### config.mk
export PLATFORM = sky130hd
export DESIGN_NAME = noise_grid_texture_generator_top
export DESIGN_NICKNAME = d
export VERILOG_FILES = /design/src/ngt_pkg.sv /design/src/ngt_ctrl.sv /design/src/ngt_dp.sv /design/src/noise_grid_texture_generator_top.sv
export SDC_FILE = /design/constraint.sdc
export NUM_CORES = 1
export LEC_CHECK = 0
export ABC_AREA = 0
export BUFFER_PORTS_ARGS = -buffer_cell sky130_fd_sc_hd__buf_2
export CAP_MARGIN = 20
export CELL_PAD_IN_SITES_DETAIL_PLACEMENT = 1
export CELL_PAD_IN_SITES_GLOBAL_PLACEMENT = 1
export CORE_ASPECT_RATIO = 1.75
export CORE_UTILIZATION = 28
export CTS_BUF_LIST = sky130_fd_sc_hd__clkbuf_4 sky130_fd_sc_hd__clkbuf_8 sky130_fd_sc_hd__clkbuf_16
export CTS_CLUSTER_SIZE = 28
export DETAILED_ROUTE_END_ITERATION = 16
export GPL_ROUTABILITY_DRIVEN = 0
export GPL_TIMING_DRIVEN = 0
export HOLD_SLACK_MARGIN = 0.06
export PLACE_DENSITY = 0.49
export REMOVE_ABC_BUFFERS = 1
export SETUP_SLACK_MARGIN = 0.5
export SLEW_MARGIN = 20
export SYNTH_ARGS = -nofsm -noshare
export SYNTH_HDL_FRONTEND = slang
export SYNTH_SLANG_ARGS = --single-unit
export TNS_END_PERCENT = 5
### constraint.sdc
create_clock -name clk -period 14.4 [get_ports clk]
set_input_delay 1.44 -clock clk [delete_from_list [all_inputs] [get_ports clk]]
set_output_delay 1.44 -clock clk [all_outputs]
set_load 0.1 [all_outputs]
### src/ngt_pkg.sv
// Shared types and constants for the noise grid texture generator.
// No dependencies; every other file imports this package.
package ngt_pkg;

  // Texture side length in pixels and derived position counter width.
  localparam int IMAGE_SIDE = 128;
  localparam int CNT_W      = $clog2(IMAGE_SIDE);
  localparam logic [CNT_W-1:0] SIDE_LAST = CNT_W'(IMAGE_SIDE - 1);

  // Generator and shading constants.
  localparam logic [31:0] LCG_MUL     = 32'd1103515245;
  localparam logic [31:0] LCG_ADD     = 32'd12345;
  localparam logic [14:0] LCG_OUT_MASK = 15'h7fff;
  localparam logic [9:0]  GRID_DARKEN = 10'd45;
  localparam logic [7:0]  CHANNEL_MAX = 8'd255;

  // Remainder unit: 16-bit dividend, two quotient bits per step.
  localparam int DIV_STEPS = 8;
  localparam int DIV_CNT_W = $clog2(DIV_STEPS);
  localparam logic [DIV_CNT_W-1:0] DIV_LAST = DIV_CNT_W'(DIV_STEPS - 1);

  // Configuration register indexes.
  localparam int CFG_IDX_W = 3;
  typedef enum logic [CFG_IDX_W-1:0] {
    REG_BASE_RED        = 3'd0,
    REG_BASE_GREEN      = 3'd1,
    REG_BASE_BLUE       = 3'd2,
    REG_NOISE_AMPLITUDE = 3'd3,
    REG_GRID_PITCH      = 3'd4,
    REG_NOISE_SEED      = 3'd5
  } cfg_reg_t;

  typedef enum logic [1:0] {
    ST_IDLE,
    ST_DIV,
    ST_EMIT
  } ngt_state_t;

  // Controller to datapath.
  typedef struct packed {
    logic accept;
    logic div_step;
    logic emit;
  } ngt_cmd_t;

  // Datapath to controller.
  typedef struct packed {
    logic out_free;
  } ngt_stat_t;

endpackage

### src/ngt_ctrl.sv
// Sequencer for the noise grid texture generator: accept, remainder steps, emit.
// Depends on ngt_pkg.
module ngt_ctrl (
  input  logic             clk,
  input  logic             rst,
  input  logic             req_valid,
  output logic             req_stall,
  input  ngt_pkg::ngt_stat_t stat,
  output ngt_pkg::ngt_cmd_t  cmd
);
  import ngt_pkg::*;

  ngt_state_t           state, state_next;
  logic [DIV_CNT_W-1:0] div_cnt, div_cnt_next;

  always_ff @(posedge clk) begin
    if (rst) begin
      state   <= ST_IDLE;
      div_cnt <= '0;
    end else begin
      state   <= state_next;
      div_cnt <= div_cnt_next;
    end
  end

  // Next state
  always_comb begin
    state_next   = state;
    div_cnt_next = div_cnt;
    case (state)
      ST_IDLE: begin
        if (req_valid) begin
          state_next   = ST_DIV;
          div_cnt_next = '0;
        end
      end
      ST_DIV: begin
        div_cnt_next = div_cnt + 1'b1;
        if (div_cnt == DIV_LAST) state_next = ST_EMIT;
      end
      ST_EMIT: begin
        if (stat.out_free) state_next = ST_IDLE;
      end
      default: state_next = ST_IDLE;
    endcase
  end

  // Outputs
  always_comb begin
    req_stall    = 1'b1;
    cmd.accept   = 1'b0;
    cmd.div_step = 1'b0;
    cmd.emit     = 1'b0;
    case (state)
      ST_IDLE: begin
        req_stall  = 1'b0;
        cmd.accept = req_valid;
      end
      ST_DIV:  cmd.div_step = 1'b1;
      ST_EMIT: cmd.emit = stat.out_free;
      default: req_stall = 1'b1;
    endcase
  end

endmodule

### src/ngt_dp.sv
// Datapath: configuration registers, generator word, raster counters,
// two-bit-per-step remainder unit and the pixel output register.
// Depends on ngt_pkg.
module ngt_dp (
  input  logic                            clk,
  input  logic                            rst,
  input  logic                            cfg_write,
  input  logic [ngt_pkg::CFG_IDX_W-1:0]   cfg_index,
  input  logic [31:0]                     cfg_data,
  input  logic                            restart,
  input  ngt_pkg::ngt_cmd_t               cmd,
  output ngt_pkg::ngt_stat_t              stat,
  output logic                            pix_valid,
  input  logic                            pix_stall,
  output logic [7:0]                      red,
  output logic [7:0]                      green,
  output logic [7:0]                      blue,
  output logic [6:0]                      column,
  output logic [6:0]                      row,
  output logic                            frame_last
);
  import ngt_pkg::*;

  logic [7:0]  base_red, base_green, base_blue;
  logic [6:0]  noise_amplitude;
  logic [7:0]  grid_pitch;
  logic [31:0] noise_seed;

  logic [31:0]      generator_word;
  logic [CNT_W-1:0] column_count, row_count;
  logic [7:0]       column_phase, row_phase;

  logic [15:0] dividend, dividend_next;
  logic [7:0]  rem, rem_next;
  logic [7:0]  span;

  logic [31:0] word_src, word_step;
  logic        col_end, row_end, last;
  logic [7:0]  col_phase_adv, row_phase_adv;
  logic        dark;
  logic signed [9:0] offset;

  // Configuration writes
  always_ff @(posedge clk) begin
    if (rst) begin
      base_red        <= '0;
      base_green      <= '0;
      base_blue       <= '0;
      noise_amplitude <= '0;
      grid_pitch      <= '0;
      noise_seed      <= '0;
    end else if (cfg_write) begin
      case (cfg_index)
        REG_BASE_RED:        base_red        <= cfg_data[7:0];
        REG_BASE_GREEN:      base_green      <= cfg_data[7:0];
        REG_BASE_BLUE:       base_blue       <= cfg_data[7:0];
        REG_NOISE_AMPLITUDE: noise_amplitude <= cfg_data[6:0];
        REG_GRID_PITCH:      grid_pitch      <= cfg_data[7:0];
        REG_NOISE_SEED:      noise_seed      <= cfg_data;
        default: ;
      endcase
    end
  end

  assign span      = {noise_amplitude, 1'b1};
  assign word_src  = restart ? noise_seed : generator_word;
  assign word_step = word_src * LCG_MUL + LCG_ADD;

  function automatic logic [7:0] phase_adv(input logic [7:0] phase, input logic [7:0] pitch);
    logic [8:0] inc;
    inc = {1'b0, phase} + 9'd1;
    return (inc >= {1'b0, pitch}) ? 8'd0 : inc[7:0];
  endfunction

  assign col_end       = (column_count == SIDE_LAST);
  assign row_end       = (row_count == SIDE_LAST);
  assign last          = col_end && row_end;
  assign col_phase_adv = phase_adv(column_phase, grid_pitch);
  assign row_phase_adv = phase_adv(row_phase, grid_pitch);

  // Generator word and raster position
  always_ff @(posedge clk) begin
    if (rst) begin
      generator_word <= '0;
      column_count   <= '0;
      row_count      <= '0;
      column_phase   <= '0;
      row_phase      <= '0;
    end else if (cmd.accept) begin
      if (noise_amplitude != 7'd0) generator_word <= word_step;
      else                         generator_word <= word_src;
      if (restart) begin
        column_count <= '0;
        row_count    <= '0;
        column_phase <= '0;
        row_phase    <= '0;
      end
    end else if (cmd.emit) begin
      if (last) begin
        generator_word <= noise_seed;
        column_count   <= '0;
        row_count      <= '0;
        column_phase   <= '0;
        row_phase      <= '0;
      end else if (col_end) begin
        column_count <= '0;
        column_phase <= '0;
        row_count    <= row_count + 1'b1;
        row_phase    <= row_phase_adv;
      end else begin
        column_count <= column_count + 1'b1;
        column_phase <= col_phase_adv;
      end
    end
  end

  // Two restoring remainder steps per cycle
  always_comb begin
    logic [8:0] r1, r2;
    r1 = {rem, dividend[15]};
    if (r1 >= {1'b0, span}) r1 = r1 - {1'b0, span};
    r2 = {r1[7:0], dividend[14]};
    if (r2 >= {1'b0, span}) r2 = r2 - {1'b0, span};
    rem_next      = r2[7:0];
    dividend_next = {dividend[13:0], 2'b00};
  end

  always_ff @(posedge clk) begin
    if (cmd.accept) begin
      dividend <= {1'b0, word_step[30:16] & LCG_OUT_MASK};
      rem      <= '0;
    end else if (cmd.div_step) begin
      dividend <= dividend_next;
      rem      <= rem_next;
    end
  end

  assign dark   = (grid_pitch != 8'd0) && (column_phase < 8'd2 || row_phase < 8'd2);
  assign offset = $signed({2'b00, rem}) - $signed({3'b000, noise_amplitude})
                  - $signed(dark ? GRID_DARKEN : 10'd0);

  function automatic logic [7:0] clamp(input logic [7:0] base, input logic signed [9:0] off);
    logic signed [10:0] sum;
    sum = $signed({3'b000, base}) + 11'(off);
    if (sum < 0)                               return 8'd0;
    else if (sum > $signed({3'b000, CHANNEL_MAX})) return CHANNEL_MAX;
    else                                       return sum[7:0];
  endfunction

  // Output word register
  assign stat.out_free = !pix_valid || !pix_stall;

  always_ff @(posedge clk) begin
    if (rst) begin
      pix_valid <= 1'b0;
    end else if (cmd.emit) begin
      pix_valid <= 1'b1;
    end else if (!pix_stall) begin
      pix_valid <= 1'b0;
    end
  end

  always_ff @(posedge clk) begin
    if (cmd.emit) begin
      red        <= clamp(base_red, offset);
      green      <= clamp(base_green, offset);
      blue       <= clamp(base_blue, offset);
      column     <= 7'(column_count);
      row        <= 7'(row_count);
      frame_last <= last;
    end
  end

endmodule

### src/noise_grid_texture_generator_top.sv
// Top level of the noise grid texture generator: controller plus datapath.
// Depends on ngt_pkg, ngt_ctrl and ngt_dp.
//
// Usage:
//   Each word on the request channel (req_valid/req_stall, field restart)
//   asks for the next pixel of a 128 x 128 texture in raster order. With
//   restart set, the generator word reloads from the seed and the pixel
//   position returns to (0,0) before that pixel is made.
//   Each request yields one word on the pixel channel (pix_valid/pix_stall):
//   red, green, blue, column, row and frame_last.
//   The generator multiply is done in the accepting cycle and loads the
//   remainder unit; the two-bit-per-cycle remainder unit then runs in
//   ST_DIV, and ST_EMIT forms and registers the pixel. One request is in
//   flight at a time and the next is accepted in the cycle after the
//   pixel is registered.
//   A finished pixel waits in the output register while the receiver
//   stalls; the next request is accepted meanwhile, and its pixel is held
//   back until the register frees.
//   Reset (rst, synchronous) clears all configuration registers, the
//   generator word and the raster position; no pixel is valid after it.
//   Configuration writes (cfg_write, cfg_index, cfg_data) are registered.
module noise_grid_texture_generator_top (
  input  logic                          clk,
  input  logic                          rst,
  input  logic                          cfg_write,
  input  logic [ngt_pkg::CFG_IDX_W-1:0] cfg_index,
  input  logic [31:0]                   cfg_data,
  input  logic                          req_valid,
  output logic                          req_stall,
  input  logic                          restart,
  output logic                          pix_valid,
  input  logic                          pix_stall,
  output logic [7:0]                    red,
  output logic [7:0]                    green,
  output logic [7:0]                    blue,
  output logic [6:0]                    column,
  output logic [6:0]                    row,
  output logic                          frame_last
);
  import ngt_pkg::*;

  ngt_cmd_t  cmd;
  ngt_stat_t stat;

  ngt_ctrl u_ctrl (
    .clk       (clk),
    .rst       (rst),
    .req_valid (req_valid),
    .req_stall (req_stall),
    .stat      (stat),
    .cmd       (cmd)
  );

  ngt_dp u_dp (
    .clk        (clk),
    .rst        (rst),
    .cfg_write  (cfg_write),
    .cfg_index  (cfg_index),
    .cfg_data   (cfg_data),
    .restart    (restart),
    .cmd        (cmd),
    .stat       (stat),
    .pix_valid  (pix_valid),
    .pix_stall  (pix_stall),
    .red        (red),
    .green      (green),
    .blue       (blue),
    .column     (column),
    .row        (row),
    .frame_last (frame_last)
  );

endmodule

# --- Yosys cells after proc, flatten, opt, wreduce, memory -nomap -nowiden ---
# Cells that the tools add are included.
word_totals:
  regBits: 202
  inputBits: 41
  output_inout_bits: 41
  word_cells: 135
classes:
  n_addsub: 13
  multipliers: 1
  n_lt_le_gt_ge: 12
  eq_ne: 15
  mux: 45
  n_reduce_logical: 26
op_table:
  columns: ["operator", "n"]
  rows:
  - ["32-bit 2-to-1 mux", 5]
  - ["8-bit 2-to-1 mux", 16]
  - ["7-bit 2-to-1 mux", 9]
  - ["9-bit by 8-bit greater-or-equal comparator with 1-bit output", 4]
  - ["9-bit by 10-bit adder with 11-bit output", 3]
  - ["11-bit by 9-bit greater-than comparator with 1-bit output, second input constant", 3]
  - ["11-bit by 1-bit < comparator with 1-bit output, second input constant", 3]
  - ["32-bit by 14-bit adder with 32-bit output, second input constant", 1]
  - ["32-bit by 31-bit multiplier with 32-bit output, second input constant", 1]
  - ["15-bit 2-to-1 mux", 2]
  - ["8-bit by 1-bit adder with 9-bit output, second input constant", 2]
  - ["2-bit AND reduction", 9]
  - ["8-bit by 2-bit < comparator with 1-bit output, second input constant", 2]
  - ["8-bit subtractor", 2]
  - ["7-bit by 1-bit adder with 7-bit output, second input constant", 2]
  - ["7-bit equality test, second input constant", 2]
  - ["9-bit by 7-bit subtractor with 10-bit output", 1]
  - ["3-bit equality test, second input constant", 3]
  - ["8-bit by 7-bit subtractor with 9-bit output", 1]
  - ["2-bit nonzero test", 4]
  - ["8-bit nonzero test", 1]
  - ["7-bit nonzero test", 1]
  - ["3-bit by 2-bit equality test with 1-bit output, second input constant", 2]
  - ["1-bit 2-to-1 mux", 6]
  - ["other kinds (18)", 27]

# --- Logic depth before layout (Yosys ltp) ---
# Gate-level depths: netlist of the first run.
logic_depth:
  depth_word: 8
  mapped_depth: 30
  ltp_nobuf: 27

# --- By module ---
# A second synthesis of the first run with hierarchy kept.
unflattened:
  cells_unflattened: 2216
  hier_area_um2: 19880.3
modules_own_cells:
  columns: ["module", "n_inst", "cells_each", "area_per_inst_um2", "seq_area_each_um2"]
  rows:
  - ["ngt_dp", 1, 2187, 19607.6, 4444.3]
  - ["ngt_ctrl", 1, 29, 272.8, 100.1]

# --- Worst setup path before layout of the first run ---
# No wires, ideal clock.
synth_path:
  path_kind: "input -> register"
  start: "input restart"
  end: "register u_dp.dividend[9], data pin"
  setup_ps: 265
  arrival_time_ps: 8447
  t_required_ps: 14135
  path_slack_ps: 5688
  stages: 29
  path_buffers: 4
  cell_sequence: "buf_6 buf_2 buf_2 mux2i_1 inv_1 ha_1 fa_1 fa_1 inv_1 fa_1 inv_1 ha_1 inv_1 fa_1 inv_1 fa_1 inv_1 fa_1 inv_1 ha_1 buf_2 nand3_1 o211ai_1 a2111oi_4 o31ai_2 a31o_1 a21oi_2 xor2_2 o21ai_1"
synth_between:
  elab_chain_len: 4
synth_rtl:
  columns: ["element", "line", "rtl"]
  rows:
  - ["from (decl)", "noise_grid_texture_generator_top.sv:30", "input logic restart,"]
  - ["32-bit 2-to-1 mux", "ngt_dp.sv:66", "assign word_src = restart ? noise_seed : generator_word;"]
  - ["32-bit by 31-bit multiplier with 32-bit output", "ngt_dp.sv:67", "assign word_step = word_src * LCG_MUL + LCG_ADD;"]
  - ["32-bit by 14-bit adder with 32-bit output", "ngt_dp.sv:67", null]
  - ["15-bit 2-to-1 mux", "ngt_dp.sv:129", "if (cmd.accept) begin"]
  - ["to (signal assigned)", "ngt_dp.sv:130", "dividend <= {1'b0, word_step[30:16] & LCG_OUT_MASK};"]
  - ["to (signal assigned)", "ngt_dp.sv:133", "dividend <= dividend_next;"]
  - ["to (decl)", "ngt_dp.sv:33", "logic [15:0] dividend, dividend_next;"]
# No other way between the ends.
# A chain may end at the register's enable or synchronous reset.

# --- Worst setup path after layout of the first run ---
layout_path:
  start: "input restart"
  end: "register u_dp.dividend[10], data pin"
# The elaborated chain is that of the path after synthesis.

==> results of run 1 <==
==> metrics by stage <==
step	instances	hold slack [ns]	worst slack, ns	utilization	cell area, um^2
floorplan	2161	0.418	6.33	-	19700
global placement	3158	0.446	3.42	0.301	21200
detailed placement	3166	0.442	3.82	0.304	21400
CTS	3199	0.462	4.36	0.314	22100
global route	3199	0.482	4.03	0.314	22100
finish	3199	0.460	4.51	0.314	22100
==> sequential cells by signal, summed over array words and instances (netlist names), 8 cells and up <==
signal               cells
u_dp.generator_word     31
u_dp.noise_seed         31
u_dp.rem                 8
u_dp.grid_pitch          8
u_dp.dividend           16
u_dp.red                 8
u_dp.base_red            8
u_dp.row_phase           8
u_dp.column_phase        8
u_dp.blue                8
u_dp.green               8
u_dp.base_green          8
u_dp.base_blue           8
==> metal layers <==
metal / vias up / track usage / share of wire
met4: 0 / 0.0919 / 0.050
met2: 207 / 0.386 / 0.59
met3: 106 / 0.0144 / 0.013
met5: - / 0 / 0
li1: 7392 / - / -
met1: 7606 / 0.172 / 0.35
==> worst max-delay path, stage by stage <==
cell and delay (ns):
buf_4 0.51, mux2i_1 0.55, inv_1 0.42, ha_1 0.63, xor2_1 0.48, ha_1 0.23
a21oi_1 0.06, fa_1 0.49, fa_1 0.57, inv_1 0.06, fa_1 0.50, inv_1 0.05
fa_1 0.47, inv_1 0.05, fa_1 0.53, inv_1 0.07, fa_1 0.55, inv_1 0.06
ha_1 0.36, nand3_1 0.28, nor3_1 0.14, a21oi_1 0.34, nand2_1 0.18, a31oi_1 0.42
o21ai_0 0.17, xnor2_1 0.33, o21ai_0 0.12
==> synthesized netlist by cell type, drive strengths merged, types with 7 or more instances <==
cell	n	share of area
inv	443	0.083
ha	265	0.17
nand2	254	0.048
fa	183	0.18
a21oi	166	0.043
dfxtp	146	0.15
nor2	90	0.018
o21ai	82	0.021
xnor2	65	0.029
edfxtp	54	0.081
clkbuf	45	0.0085
xor2	45	0.020
nand3	36	0.0093
mux2i	33	0.018
nor3	30	0.0081
a21o	26	0.0098
nand2b	20	0.0063
a311oi	19	0.0084
buf	17	0.0046
a211oi	16	0.0063
o21a	15	0.0057
mux2	13	0.0075
nor2b	13	0.0041
a31oi	12	0.0038
or3	12	0.0040
o211ai	9	0.0039
or2	9	0.0028
a21boi	8	0.0036
and3	8	0.0025
nand4	8	0.0025
nor4	8	0.0025
o221ai	8	0.0062
o31ai	7	0.0031
==> logic make-up (layout without fill, tap and decap cells) <==
kind of cell    Yosys count  after routing  synth area share
xor+xnor                111            111            0.0503
fa+ha+maj               448            448             0.350
mux                      46             46            0.0251
compound gates          409            409             0.135
buf+inv                 506            565            0.0967
simple gates            503            503             0.114
flops                   200            200             0.228
==> final timing paths <==
path | startpoint | endpoint | slack [ns] | cells after the start
worst max-delay path | restart | u_dp.dividend[10] | 4.51 | 27
worst max register to register | u_dp.noise_seed[6] | u_dp.dividend[10] | 5.82 | 26
worst min register to register | u_dp.base_blue[6] | u_dp.base_blue[6] | 0.46 | 2
worst min-delay path | u_dp.base_blue[6] | u_dp.base_blue[6] | 0.46 | 2
==> layout make-up <==
| class | instances | share of cell area |
|---|---|---|
| Multi-Input combinational cell | 1517 | 0.609 |
| Sequential cell | 200 | 0.205 |
| Inverter | 444 | 0.0753 |
| Tap cell | 917 | 0.0518 |
| Clock buffer | 29 | 0.0296 |
| Timing Repair Buffer | 88 | 0.0274 |
| Clock inverter | 4 | 0.00124 |
==> power breakdown <==
group          total (mW)  internal [mW]  switching [mW]
combinational        3.37           1.28            2.09
sequential          0.714          0.686          0.0279
clock               0.554          0.320           0.234
total                4.64           2.29            2.35
==> layout by cell type, fill, tap and decap left out, types with 19 or more instances in the layout <==
| cell type | Yosys | layout |
|---|---|---|
| xor2_1 | 44 | 44 |
| a311oi_1 | 19 | 19 |
| a21o_1 | 26 | 26 |
| dfxtp_1 | 146 | 146 |
| nand2b_1 | 20 | 20 |
| clkbuf_16 | 0 | 25 |
| nand2_1 | 254 | 252 |
| o21ai_0 | 64 | 64 |
| ha_1 | 265 | 265 |
| nor3_1 | 29 | 29 |
| xnor2_1 | 64 | 64 |
| mux2i_1 | 30 | 30 |
| nor2_1 | 88 | 86 |
| inv_1 | 443 | 442 |
| nand3_1 | 35 | 33 |
| a21oi_1 | 159 | 158 |
| fa_1 | 183 | 183 |
| buf_2 | 10 | 78 |
| edfxtp_1 | 54 | 54 |
==> summary.txt, run 1 <==
Outcome
  – Status: completed

Clock tree
  – Clk_lat worst skew: 0.52 ns
  – Post CTS Setup Buffer Count: 0
  – Clock root cell: clkbuf_16
  – Clock Sinks: 200
  – Post-CTS sizing: 0
  – Number of H-tree levels: 4
  – Clk pin slew, worst setup/hold paths: 0.07 ns
  – CTS Hold Bufs: 0
  – TritonCTS buffer count: 25
  – CTS tree: yes
  – Clock buffer depth: 3

Critical path
  – Crit Path Max Fanout: 35
  – Critical path launch point type: primary input
  – Data required, critical path: 14.65 ns
  – Crit path DAT: 10.14 ns
  – Crit Path Class: in2reg
  – Worst Setup End Kind: flop

STA
  – Final Hold Viols: 0
  – Max-slew headroom: 0.353
  – Tcrit/Tclk final: 0.687
  – Fin. max-slew vios: 0
  – Unrepaired setup endpoints after global routing: no
  – Final Skew: 0.0276 ns
  – Min Tclk post-route: 9.89 ns
  – Worst-margin pin slew: 0.961 ns
  – Final setup violation count: 0
  – Peak Freq: 0.101 GHz
  – Final setup TNS: 0 ns

Floorplanning
  – Die Area: 72,200 um^2
  – Std-Cell Rows: 129
  – Die H: 355 um
  – Core area: 70,500 um^2
  – Num ports: 82
  – Die X: 204 um
  – Initial Util: 0.282

Pwr
  – PwrDens: 210 nW/um^2
  – Total power: 4.64 mW
  – Worst vdd ir: 0.120 mV
  – Leakage: 10.4 nW

Global route
  – First-pass GRT wire length: 99,600 um
  – Initial antenna violation count: 0
  – Largest net degree at the start of global routing: 90
  – Vias in the first global route: 17,200
  – GRT Total Usage: 0.184
  – Total grt overflow: 0

Routing
  – Post-Route WL: 64,900 um
  – # DRC: 0
  – Drt first pass iters: 4
  – Vias per Instance: 4.79
  – ANT nets after route: 0
  – Drt initial violations: 378
  – DR WL/cell: 20.3 um
  – Routed via count: 15,300

Cells and area
  – Multi-input logic area: 13,500 um^2
  – Nets@finish: 2,765
  – Area grow syn2layout: 11.1%
  – Area occupied by registers: 4540 um^2
  – N_diodes: 0
  – Filler Cells Inserted: 8,205
  – Layout cell share with drive strength beyond 1: 0.0833

Synthesis
  – Async S/R FF share, synth: 0
  – Prevailing post-synth register cell: dfxtp_1
  – Synth warn: 0
  – Yosys cell types: 89
  – Cell Area, Synth: 19,900 um^2
  – Synthesized area per cell: 8.96 um^2
  – Flops & latches, synth: 200
  – Post-synthesis sequential area ratio: 0.228
  – EDFF count, synth: 54
  – Post-synthesis cell count: 2,223

Place
  – Port-buffer cells: 80
  – HPWL Detailed: 55,500 um

Flow run
  – # Max-Cap Violations: 0

Worst hold path
  – Hold Crit Class: reg2reg
(Power assumes the default switching activity.)
==> run 2: changes to the inputs <==
- PLACE_DENSITY: 0.49 -> 0.51
- clock period: 14.4 -> 8.42 ns (I/O delays scaled with it)
==> run 2 against run 1 <==
  * Sequential share of layout area is 0.45 points lower
  * Utilization is 0.71 points higher
  * Via count is 1.6% higher
==> summary.txt, run 2 (same netlist as run 1, synthesis figures left out) <==
Outcome
  – Status: completed

Pwr
  – Worst vdd ir: 0.200 mV (+66%)
  – Power Internal: 4.12 mW (+80%)
  – Leakage: 10.5 nW (+0.62%)
  – Clock Power Share: 0.120 (about the same)
  – Net Switching: 4.14 mW (+76%)
  – Comb pwr share: 0.732 (+0.005)
  – Total power: 8.25 mW (+78%)
  – PwrDens: 365 nW/um^2 (+74%)
  – Reg power frac: 0.148 (-0.006)
  – Switching part of the total: 0.501 (-0.00575)

Routing
  – Drt first pass iters: 4 (unchanged)
  – DR WL/cell: 20.4 um (+0.49%)
  – Routed via count: 15,600 (+1.6%)
  – Post-Route WL: 65,600 um (+1.1%)
  – # DRC: 0 (unchanged)
  – Vias per Instance: 4.83 (+1.0%)
  – ANT nets after route: 0 (unchanged)
  – Drt initial violations: 396 (+4.8%)

Critical path
  – Cell at the slowest stage of the critical path: fa_1
  – Crit Path Max Fanout: 18 (-49%)
  – R2R Path Start: u_dp.noise_seed[6]
  – Max incr delay on CP: 0.55 ns (-0.08 ns)
  – R2r endpoint: u_dp.dividend[12]
  – Crit path DAT: 7.99 ns (-2.15 ns)
  – Worst Setup End Kind: flop
  – Crit Path Class: in2reg
  – R2R cell count: 25 (-3.8%)
  – Data required, critical path: 8.66 ns (-5.99 ns)
  – Critical path launch point type: primary input
  – Reg-to-reg setup timing slack: 1.01 ns (-4.81 ns)
  – Most used cell, CP: fa_1

Worst hold path
  – Hold EP: u_dp.base_blue[4]
  – Number of cells on the worst hold path: 2 (unchanged)
  – Worst hold start: u_dp.base_blue[4]
  – Hold Crit Class: reg2reg

Clock tree
  – Clk_lat worst skew: 0.52 ns (about the same)
  – CTS Hold Bufs: 0 (unchanged)
  – Number of H-tree levels: 4 (unchanged)
  – Clk pin slew, worst setup/hold paths: 0.08 ns (about the same)
  – Clock buffer depth: 3 (unchanged)
  – Clock Sinks: 200 (unchanged)
  – CTS tree: yes
  – Clock root cell: clkbuf_16
  – TritonCTS buffer count: 25 (unchanged)

STA
  – Unrepaired setup endpoints after global routing: yes
  – Min Tclk post-route: 7.75 ns
  – Worst-margin pin slew: 1.07 ns (+0.110 ns)
  – Max-slew headroom: 0.284 (-0.0691)
  – Final Skew: 0.0244 ns (-0.00322 ns)
  – Peak Freq: 0.129 GHz
  – Fin. max-slew vios: 0 (unchanged)
  – Final Hold Viols: 0 (unchanged)
  – Setup WS post-layout: 0.666 ns (-3.84 ns)
  – Final setup violation count: 0 (unchanged)
  – Tcrit/Tclk final: 0.921

Place
  – Port-buffer cells: 80 (unchanged)
  – HPWL Detailed: 55,300 um (-0.27%)
  – Pre-CTS setup slack: -1.55 ns (-5.38 ns)
  – Placed cells: 3,165 (-0.032%)
  – Placed cell areas: 21,400 um^2 (about the same)

Floorplanning
  – Core area: 70,500 um^2 (unchanged)
  – Num ports: 82 (unchanged)
  – Die X: 204 um (unchanged)
  – Die H: 355 um (unchanged)
  – Die Area: 72,200 um^2 (unchanged)
  – Initial Util: 0.282 (unchanged)
  – Std-Cell Rows: 129 (unchanged)

Cells and area
  – Most frequent cells in the layout: inv_1 (437), ha_1 (255), nand2_1 (253)
  – Post-layout util: 0.321 (+0.00708)
  – Finished Cell Area: 22,600 um^2 (+2.3%)
  – Area occupied by registers: 4540 um^2 (unchanged)
  – Non-Filler Instances: 3,217 (+0.56%)
  – Layout cell share with drive strength beyond 1: 0.108 (+0.0246)
  – N_diodes: 0 (unchanged)
  – Top flop regs: u_dp.generator_word x31, u_dp.noise_seed x31, u_dp.dividend x16
  – Most common cell after layout, fill and taps aside: inv_1
  – Area grow syn2layout: 13.6%
  – Nets@finish: 2,784 (+0.69%)
  – Filler Cells Inserted: 8,131 (-0.90%)
  – Multi-input logic area: 13,800 um^2 (+2.1%)

Global route
  – Initial antenna violation count: 0 (unchanged)
  – Vias in the first global route: 17,300 (+0.93%)
  – Largest net degree at the start of global routing: 79 (-12%)
  – GRT Total Usage: 0.185 (+0.000681)
  – First-pass GRT wire length: 99,800 um (+0.27%)
  – Total grt overflow: 0 (unchanged)

Flow run
  – # Max-Cap Violations: 0 (unchanged)
run 2: cell types whose count changed in the layout (fill, tap and decap cells not counted), sizes merged:
cell    delta
clkinv     +1
buf       +18
inv        -4
bufinv     +1
clkbuf     +2
run 2: critical path, delay by kind of cell:
family	cells	cell delay, ns
compound gates	6	1.19
xor+xnor	2	0.43
fa+ha+maj	9	3.93
buf+inv	7	0.70
mux	1	0.33
simple gates	2	0.51
run 2: power by group through the flow:
stage,logic [mW],clock network [mW],registers (mW)
4_1_cts,6.04,1.03,1.22
3_3_place_gp,5.73,0,1.24
5_1_grt,6.73,1.05,1.23
6_report,6.04,0.987,1.22
3_5_place_dp,5.88,0,1.24
2_1_floorplan,4.16,0,1.23
run 2: per-layer routing:
| layer | track usage | share of wire | vias to the layer above |
|---|---|---|---|
| met5 | 0 | 0 | - |
| met1 | 0.172 | 0.35 | 7780 |
| met4 | 0.0890 | 0.047 | 0 |
| li1 | - | - | 7428 |
| met3 | 0.0139 | 0.015 | 112 |
| met2 | 0.390 | 0.59 | 234 |
run 2: timing repair:
| item | 4_1_cts | 5_1_grt |
|---|---|---|
| pin swaps | 3 | 2 |
| gates resized for setup | 42 | 19 |
| endpoints found under the setup margin | 32 | 22 |
| setup buffers | 11 | 8 |
| gates cloned | 0 | 1 |
run 2: cell type report:
type	instances	area share
Timing Repair Buffer	107	0.0342
Clock inverter	2	0.00155
Inverter	444	0.0743
Tap cell	917	0.0507
Clock buffer	30	0.0301
Sequential cell	200	0.201
Multi-Input combinational cell	1517	0.608
run 2: metrics by stage:
| stage | TNS [ns] | hold WS [ns] |
|---|---|---|
| after floorplan | 0 | 0.418 |
| after global placement | -41.95 | 0.444 |
| after detailed placement | -30.74 | 0.455 |
| after CTS | 0 | 0.462 |
| after global routing | 0 | 0.477 |
| final | 0 | 0.458 |
run 2: how the worst max path moves through the flow:
stage                  from           endpoint  slack (ns)  cells past startpoint
CTS                 restart  u_dp.dividend[12]        0.43                     27
global placement    restart  u_dp.dividend[12]       -1.95                     27
floorplan           restart   u_dp.dividend[9]        0.94                     25
global route        restart  u_dp.dividend[12]        0.43                     27
detailed placement  restart  u_dp.dividend[10]       -1.55                     27
finish              restart  u_dp.dividend[12]        0.67                     27
